### src/rtl/core/gct_pkg.sv
package gct_pkg;

  // fixed field widths
  localparam int CFG_W      = 6;
  localparam int BYTE_W     = 8;
  localparam int ROW_BITS_W = 32;
  localparam int ROW_NUM_W  = 5;
  localparam int CFG_IDX_W  = 1;

  // output beat: row bits and row number padded to whole bytes
  localparam int M_DATA_W   = ((ROW_BITS_W + ROW_NUM_W + 7) / 8) * 8;

  // default matrix size and register reset values
  localparam int MAX_DIM_DEF  = 32;
  localparam int WIDTH_RESET  = 16;
  localparam int HEIGHT_RESET = 16;

  // configuration register indexes
  typedef enum logic [CFG_IDX_W-1:0] {
    REG_GLYPH_WIDTH  = 1'b0,
    REG_GLYPH_HEIGHT = 1'b1
  } cfg_reg_t;

  // controller states
  typedef enum logic {
    ST_LOAD,
    ST_EMIT
  } ctrl_state_t;

  // controller to datapath
  typedef struct packed {
    logic byte_wr;
    logic row_shift;
    logic emitting;
  } dp_cmd_t;

  // datapath to controller
  typedef struct packed {
    logic last_byte;
    logic last_row;
  } dp_status_t;

endpackage

### src/rtl/core/gct_datapath.sv
module gct_datapath
  import gct_pkg::*;
#(
  parameter int MaxDim = MAX_DIM_DEF
) (
  input  logic                  clk,
  input  logic                  rst,
  input  logic                  cfg_we,
  input  logic [CFG_IDX_W-1:0]  cfg_addr,
  input  logic [CFG_W-1:0]      cfg_wdata,
  input  dp_cmd_t               cmd,
  output dp_status_t            status,
  input  logic [BYTE_W-1:0]     source_byte,
  output logic [ROW_BITS_W-1:0] row_bits,
  output logic [ROW_NUM_W-1:0]  row_number
);

  localparam int DIM_W  = $clog2(MaxDim + 1);
  localparam int ROW_W  = $clog2(MaxDim);
  localparam int GROUPS = (MaxDim + 7) / 8;
  localparam int GRP_W  = (GROUPS > 1) ? $clog2(GROUPS) : 1;
  localparam int EXT_W  = (CFG_W > DIM_W) ? CFG_W + 1 : DIM_W + 1;

  logic [CFG_W-1:0]  glyph_width;
  logic [CFG_W-1:0]  glyph_height;
  logic [DIM_W-1:0]  width_eff;
  logic [DIM_W-1:0]  height_eff;
  logic [DIM_W:0]    height_round;
  logic [GRP_W:0]    per_col;
  logic [ROW_W-1:0]  col;
  logic [GRP_W-1:0]  group;
  logic [ROW_W-1:0]  row_cnt;
  logic              col_last;
  logic              grp_last;
  logic [MaxDim-1:0] width_mask;
  logic [MaxDim-1:0] matrix [MaxDim];

  // clamp register values to 1..MaxDim
  always_comb begin
    if (glyph_width == '0) begin
      width_eff = DIM_W'(1);
    end else if (EXT_W'(glyph_width) > EXT_W'(MaxDim)) begin
      width_eff = DIM_W'(MaxDim);
    end else begin
      width_eff = DIM_W'(glyph_width);
    end
    if (glyph_height == '0) begin
      height_eff = DIM_W'(1);
    end else if (EXT_W'(glyph_height) > EXT_W'(MaxDim)) begin
      height_eff = DIM_W'(MaxDim);
    end else begin
      height_eff = DIM_W'(glyph_height);
    end
  end

  // bytes per column and end-of-glyph detection
  assign height_round = {1'b0, height_eff} + (DIM_W+1)'(7);
  assign per_col      = (GRP_W+1)'(height_round >> 3);
  assign grp_last     = ({1'b0, group} == per_col - (GRP_W+1)'(1));
  assign col_last     = (DIM_W'(col) == width_eff - DIM_W'(1));

  assign status.last_byte = col_last && grp_last;
  assign status.last_row  = (DIM_W'(row_cnt) == height_eff - DIM_W'(1));

  // config registers and scan position
  always_ff @(posedge clk) begin
    if (rst) begin
      glyph_width  <= CFG_W'(WIDTH_RESET);
      glyph_height <= CFG_W'(HEIGHT_RESET);
      col          <= '0;
      group        <= '0;
    end else if (cfg_we) begin
      unique case (cfg_reg_t'(cfg_addr))
        REG_GLYPH_WIDTH:  glyph_width  <= cfg_wdata;
        REG_GLYPH_HEIGHT: glyph_height <= cfg_wdata;
      endcase
      col   <= '0;
      group <= '0;
    end else if (cmd.byte_wr) begin
      if (grp_last) begin
        group <= '0;
        if (col_last) begin
          col <= '0;
        end else begin
          col <= col + ROW_W'(1);
        end
      end else begin
        group <= group + GRP_W'(1);
      end
    end
  end

  // output row counter
  always_ff @(posedge clk) begin
    if (rst) begin
      row_cnt <= '0;
    end else if (cmd.byte_wr) begin
      row_cnt <= '0;
    end else if (cmd.row_shift) begin
      row_cnt <= row_cnt + ROW_W'(1);
    end
  end

  // pixel rows: byte bits land in one column, rows shift up while emitting
  for (genvar r = 0; r < MaxDim; r++) begin : g_row
    always_ff @(posedge clk) begin
      if (cmd.row_shift) begin
        if (r < MaxDim - 1) begin
          matrix[r] <= matrix[(r < MaxDim - 1) ? r + 1 : r];
        end
      end else if (cmd.byte_wr && group == GRP_W'(r / 8) &&
                   DIM_W'(r) < height_eff) begin
        matrix[r][col] <= source_byte[7 - (r % 8)];
      end
    end
  end

  // mask off columns at or beyond the width
  always_comb begin
    for (int c = 0; c < MaxDim; c++) begin
      width_mask[c] = (DIM_W'(c) < width_eff);
    end
  end

  assign row_bits   = ROW_BITS_W'(matrix[0] & width_mask);
  assign row_number = ROW_NUM_W'(row_cnt);

  // scan position stays inside the glyph
  a_col_range: assert property (@(posedge clk) disable iff (rst)
    DIM_W'(col) < width_eff)
    else $error("column index beyond glyph width");

  a_grp_range: assert property (@(posedge clk) disable iff (rst)
    {1'b0, group} < per_col)
    else $error("byte group beyond column height");

  a_row_range: assert property (@(posedge clk) disable iff (rst)
    cmd.emitting |-> DIM_W'(row_cnt) < height_eff)
    else $error("emitted row beyond glyph height");

endmodule

### src/rtl/core/gct_ctrl.sv
module gct_ctrl
  import gct_pkg::*;
(
  input  logic       clk,
  input  logic       rst,
  input  logic       s_tvalid,
  output logic       s_tready,
  output logic       m_tvalid,
  input  logic       m_tready,
  input  dp_status_t status,
  output dp_cmd_t    cmd
);

  ctrl_state_t state;
  ctrl_state_t state_next;

  // state register
  always_ff @(posedge clk) begin
    if (rst) begin
      state <= ST_LOAD;
    end else begin
      state <= state_next;
    end
  end

  // next state
  always_comb begin
    state_next = state;
    unique case (state)
      ST_LOAD: begin
        if (s_tvalid && status.last_byte) begin
          state_next = ST_EMIT;
        end
      end
      ST_EMIT: begin
        if (m_tready && status.last_row) begin
          state_next = ST_LOAD;
        end
      end
    endcase
  end

  // handshakes and datapath commands
  always_comb begin
    s_tready = 1'b0;
    m_tvalid = 1'b0;
    unique case (state)
      ST_LOAD: s_tready = 1'b1;
      ST_EMIT: m_tvalid = 1'b1;
    endcase
    cmd.byte_wr   = s_tvalid && s_tready;
    cmd.row_shift = m_tvalid && m_tready;
    cmd.emitting  = m_tvalid;
  end

  // glyph completes into emit, final row returns to load
  a_enter_emit: assert property (@(posedge clk) disable iff (rst)
    (cmd.byte_wr && status.last_byte) |=> state == ST_EMIT)
    else $error("last byte did not start row output");

  a_leave_emit: assert property (@(posedge clk) disable iff (rst)
    (cmd.row_shift && status.last_row) |=> state == ST_LOAD)
    else $error("final row did not return to load");

  a_stall_hold: assert property (@(posedge clk) disable iff (rst)
    (state == ST_EMIT && !m_tready) |=> state == ST_EMIT)
    else $error("row output dropped while stalled");

endmodule

### src/rtl/core/glyph_column_to_row_transpose_unit.sv
// Glyph column-to-row transpose.
// Source bytes arrive on the s_ stream in column-scan order, ceil(height/8)
// bytes per column, bit 7 being the topmost row of the byte's group. Rows
// at or beyond the glyph height are dropped. One byte is taken per cycle
// while loading; a glyph loads as width * ceil(height/8) bytes.
// The cycle after the last byte, the m_ stream starts emitting one row per
// beat, top row first: tdata bit c is column c (zero at or beyond the width),
// tdata bits 36:32 carry the row number and tlast marks the final row. Rows
// leave one per cycle when m_tready is held high, and the row shift register
// sets the output pace, shifting each following row up to the top.
// s_tready is low while rows are emitted; a stall on m_tready holds the
// current row and row number stable until taken. After the last row the
// block is ready for the next glyph's first byte on the following cycle.
// Width and height are written on the cfg port (index 0 width, 1 height),
// values of zero act as one and values above MaxDim act as MaxDim. Any
// config write restarts the glyph scan. Reset sets both sizes to 16 and
// puts the block in the loading state at the first byte of a glyph.
module glyph_column_to_row_transpose_unit
  import gct_pkg::*;
#(
  parameter int MaxDim = MAX_DIM_DEF
) (
  input  logic                  clk,
  input  logic                  rst,
  input  logic                  cfg_we,
  input  logic [CFG_IDX_W-1:0]  cfg_addr,
  input  logic [CFG_W-1:0]      cfg_wdata,
  input  logic                  s_tvalid,
  output logic                  s_tready,
  input  logic [BYTE_W-1:0]     s_tdata,   // [7:0] source_byte
  output logic                  m_tvalid,
  input  logic                  m_tready,
  output logic [M_DATA_W-1:0]   m_tdata,   // [31:0] row_bits, [36:32] row_number, [39:37] zero
  output logic                  m_tlast    // last_row
);

  dp_cmd_t               cmd;
  dp_status_t            status;
  logic [ROW_BITS_W-1:0] row_bits;
  logic [ROW_NUM_W-1:0]  row_number;

  // sequencing
  gct_ctrl u_ctrl (
    .clk      (clk),
    .rst      (rst),
    .s_tvalid (s_tvalid),
    .s_tready (s_tready),
    .m_tvalid (m_tvalid),
    .m_tready (m_tready),
    .status   (status),
    .cmd      (cmd)
  );

  // pixel matrix and counters
  gct_datapath #(
    .MaxDim (MaxDim)
  ) u_datapath (
    .clk         (clk),
    .rst         (rst),
    .cfg_we      (cfg_we),
    .cfg_addr    (cfg_addr),
    .cfg_wdata   (cfg_wdata),
    .cmd         (cmd),
    .status      (status),
    .source_byte (s_tdata),
    .row_bits    (row_bits),
    .row_number  (row_number)
  );

  // pack the output beat
  assign m_tdata = {{(M_DATA_W - ROW_BITS_W - ROW_NUM_W){1'b0}}, row_number, row_bits};
  assign m_tlast = status.last_row;

endmodule
### config.mk
export PLATFORM = sky130hd
export DESIGN_NAME = glyph_column_to_row_transpose_unit
export DESIGN_NICKNAME = d
export VERILOG_FILES = /design/src/rtl/core/gct_pkg.sv /design/src/rtl/core/gct_datapath.sv /design/src/rtl/core/gct_ctrl.sv /design/src/rtl/core/glyph_column_to_row_transpose_unit.sv
export SDC_FILE = /design/constraint.sdc
export NUM_CORES = 2
export LEC_CHECK = 0
export BUFFER_PORTS_ARGS = -buffer_cell sky130_fd_sc_hd__buf_2
export CORE_MARGIN = 10
export CORE_UTILIZATION = 45
export DETAILED_ROUTE_END_ITERATION = 10
export SLEW_MARGIN = 20
export SYNTH_ARGS = -nofsm -noshare
export SYNTH_HDL_FRONTEND = slang
export SYNTH_HIERARCHICAL = 1
export SYNTH_SLANG_ARGS = --single-unit
### constraint.sdc
create_clock -name clk -period 3.96 [get_ports clk]
set_input_delay 0.594 -clock clk [delete_from_list [all_inputs] [get_ports clk]]
set_output_delay 0.594 -clock clk [all_outputs]
set_load 0.02 [all_outputs]
-- Word level (Yosys, flattened, before mapping)
Memories as Yosys holds them, arrays and structs flattened.
Cells that the tools add are included.
- add/sub/neg operators: 7
- magnitude comparators: 68
- eq/ne operators: 6
- multiplexer cells: 1106
- bitwise logic cells: 995
- reductions and logical operators: 51
- operators with widths (kind ; number):
    $mux W32 ; 34
    $mux W1 ; 1063
    $or A1 B1 Y1 ; 992
    $lt A5 B6 Y1 const A ; 32
    $lt A4 B6 Y1 const A ; 16
    $lt A3 B6 Y1 const A ; 8
    $logic_and A1 B1 Y1 ; 42
    $and A32 B32 Y32 ; 1
    $reduce_or A32 Y1 ; 1
    $lt A1 B6 Y1 const A ; 4
    $lt A2 B6 Y1 const A ; 4
    $mux W6 ; 4
    $eq A5 B6 Y1 ; 2
    $gt A6 B6 Y1 const B ; 2
    $logic_not A6 Y1 ; 2
    $sub A6 B1 Y6 const B ; 2
    $add A5 B1 Y5 const B ; 2
    $mux W5 ; 2
    $add A6 B3 Y6 const B ; 1
    $lt A5 B6 Y1 const B ; 1
    $reduce_and A2 Y1 ; 3
    $demux W1 S5 ; 1
    $ge A5 B1 Y1 const B ; 1
    $eq A2 B2 Y1 const B ; 2
    other kinds (9) ; 11
- register bits: 25
- RAM bits: 1024
- logic and storage cells: 2240
- memories: 1
- memory list (memory ; words ; bits a word ; read ports ; clocked after Yosys merged registers in ; write ports ; line ; RTL):
    u_datapath.matrix ; 32 ; 32 ; 32 ; 0 ; 31 ; gct_datapath.sv:36 ; logic [MaxDim-1:0] matrix [MaxDim];

-- Longest topological paths before layout
- word-level depth: 10
- mapped depth: 13

-- Modules after synthesis
Netlist, hierarchy kept.
- modules (own cells, without submodules) (module ; instances ; cells an instance ; area an instance (um2) ; seq. area each (um2)):
    gct_datapath ; 1 ; 5046 ; 56635.6 ; 31230.0
    gct_ctrl ; 1 ; 7 ; 61.3 ; 20.0
    glyph_column_to_row_transpose_unit ; 1 ; 4 ; 26.3 ; 0.0

-- Worst setup path before layout
No wires, ideal clock.
- path kind: register -> output
- start point: register u_datapath.glyph_height[3]
- end point: output port m_tlast
- arrival time: 2.370 ns
- slack: 0.996 ns
- stages on the path, launching flop included: 8
- path buffers: 2
- cell sequence: dfxtp_1 > clkbuf_1 > buf_2 > nor4_1 > o21ai_0 > ha_1 > xnor2_1 > nor4_1
- longest elaborated chain between the ends: 5
- RTL lines (what ; line ; RTL):
    start: declaration ; gct_datapath.sv:25 ; logic [CFG_W-1:0] glyph_height;
    start signal: assignment ; gct_datapath.sv:69 ; glyph_height <= CFG_W'(HEIGHT_RESET);
    start signal: assignment ; gct_datapath.sv:75 ; REG_GLYPH_HEIGHT: glyph_height <= cfg_wdata;
    $gt A6 B6 Y1 ; gct_datapath.sv:49 ; end else if (EXT_W'(glyph_height) > EXT_W'(MaxDim)) begin
    $mux W6 ; gct_datapath.sv:49 ;
    $mux W6 * ; gct_datapath.sv:47 ; if (glyph_height == '0) begin
    $sub A6 B1 Y6 * ; gct_datapath.sv:63 ; assign status.last_row = (DIM_W'(row_cnt) == height_eff - DIM_W'(1));
    $eq A5 B6 Y1 * ; gct_datapath.sv:63 ;
    end: declaration ; glyph_column_to_row_transpose_unit.sv:34 ; output logic m_tlast
Mark *: on every way between the ends. The rest lies on a longest branch, timed or not.

-- Final worst setup path
- start point: register u_datapath.glyph_height[1]
- end point: output port m_tlast
The elaborated chain is that of the path after synthesis.

==> metrics <==
postcts setup bufs 0; die area 141000 sq um; CTS root buffer clkbuf_16; vias in the first global route approximately 38000; Antenna Nets Post-Route 0; setup violators final 0; Switching Fraction 0.226; die width ~380 um; FMAX around 0.27 GHz; RSZ-0062 raised after global routing no; Core ar. ~130000 sq um; num ports 63; row count 130; clock buffer count from CTS 117; Slew @ Worst Pin approximately 1100 ps; port bufs 59; first-pass iteration count of the detailed router 5; CP Max Fanout 9; Post-Syn Instances 5056; Lkg Pwr around 25 nW; NumNets Final 4952; routed vias between 30000 and 40000; fin area approximately 63000 sq um; critical path's largest stage delay approximately 600 ps; initial antenna violation count 3; CP max-delay cell dfxtp_1; Remaining DRCs 0; Final Max Slew Viols 0; gp weighted congestion 0.818; shortest period the worst path allows 3660 ps; CP Data Required Time between 3000 and 4000 ps; height of the chip about 380 um; Clock Latency Late Sink approximately 720 ps; gr ovfl total 0; final WL between 150000 and 200000 um; sequential group share of total power 0.510; Max Cap Viol 0; power density cells 377 nW/um^2; via/cell ratio between 5 and 6; number of DRC violations after detailed-routing iteration 0 3977; TNS Setup 0 ps; clk buf depth 3; Final period util 0.924; slew margin rel. 0.296; Hold Path Class input pin to register; Int Pwr between 15 and 20 mW; status completed; cts hold-fix bufs 0; Tot Pwr around 24 mW; Startpoint Class register; largest net degree at the start of global routing around 260; # fillers 11200; worst path cell trace nor2b_1 > inv_1 > ha_1 > xnor2_1 > nor4_1 > buf_2; H-tree depth 3; total track usage 0.228; kind of critical path register to output pin; Final Hold Viols 0; clock network power share 0.449; initial cell density of the core 0.452; P_sw about 5.3 mW; HPWL Detailed roughly 95000 um; dpl cell area 59100 sq um; Hold WS 114 ps; Syn Area/Cell around 11 sq um; CTS clk-pin slew, worst paths 60 ps; Netlist Area Pre-Place ~57000 sq um; Gate power share 0.041; Clock Sinks around 1000; first-pass GRT wire length roughly 240000 um; peak supply drop ~0.36 mV; critical path data arrival time 3060 ps; Final Skew between 20 and 25 ps; per-cell routed wire length ~25 um; Worst setup EP type output pin; TritonCTS clock tree done; ratio of cells with drive above 1 in the final layout 0.320; Synth-to-Final Area Change 10.6%; YS warnings 6; Post-CTS Resized 0
-- placed cells by master, fill, tap and decap left out, types with 57 or more instances in the layout --
cell type and count:
buf_4 143, edfxtp_1 1024, o21ai_0 131, a21o_1 142, nand2_1 691, nor2_1 416, nand3_1 152, nand2b_1 508
mux2_1 57, or2_2 344, clkbuf_16 121, mux2_2 815
-- area by class of cell --
| class | instances | area (sq um) | area share |
|---|---|---|---|
| flip-flops and latches | 1049 | 31300 | 0.498 |
| multi-input cells | 3510 | 23900 | 0.380 |
| clock inverters | 62 | 480 | 0.00766 |
| inverters | 17 | 63.8 | 0.00102 |
| repair buffers | 222 | 1840 | 0.0293 |
| diodes | 1 | 2.50 | 0.0000399 |
| clock buffers | 155 | 3190 | 0.0508 |
| well taps | 1650 | 2060 | 0.0329 |
-- path summary, 6_finish.rpt --
check,cells past startpoint,startpoint,endpoint,slack (ps)
worst max-delay path,6,u_datapath/glyph_height[1],m_tlast,300
worst min-delay path,2,m_tready,u_ctrl/state,110
worst max register to register,7,u_ctrl/state,u_datapath/matrix[1][364],680
worst min register to register,1,u_datapath/matrix[0][419],u_datapath/matrix[0][387],530
-- worst max-delay path, delay by kind of cell, from the launching register on --
family                   cells  cell delay (ps)
XOR/XNOR                     1              140
buffers and inverters        2              390
AND/OR/NAND/NOR              2              890
flip-flops                   1              600
adder cells (fa/ha/maj)      1              350
-- power by group through the flow --
stage	sequential, mW	clock, mW	combinational [mW]
detailed placement	12.3	0	0.954
CTS	12.0	10.8	0.957
finish	12.0	10.6	0.968
floorplan	12.3	0	0.480
global placement	12.3	0	0.947
global route	12.0	11.2	1.01
-- sequential cells by signal (all words and copies together), names as in the netlist --
signal	cells
u_ctrl/state	1
u_datapath/col	5
u_datapath/glyph_height	6
u_datapath/glyph_width	6
u_datapath/group	2
u_datapath/matrix	1024
u_datapath/row_number	5
-- per-stage QoR --
step / cells / worst slack [ps] / utilization
CTS: 6665 / 258 / 0.500
global route: 6665 / 130 / 0.500
floorplan: 5058 / 996 / -
global placement: 6448 / 422 / 0.471
finish: 6666 / 301 / 0.500
detailed placement: 6448 / 440 / 0.471
-- routing by layer --
| layer | up-vias | part of all wire | track usage | routed length (um) |
|---|---|---|---|---|
| met4 | 0 | 0.024 | 0.0574 | 3880 |
| li1 | 17200 | - | - | - |
| met3 | 218 | 0.069 | 0.0288 | 11300 |
| met5 | - | 0 | 0 | 0 |
| met2 | 1352 | 0.47 | 0.372 | 77600 |
| met1 | 19800 | 0.44 | 0.320 | 72100 |
Note: power is estimated with default switching activity, not from simulation.
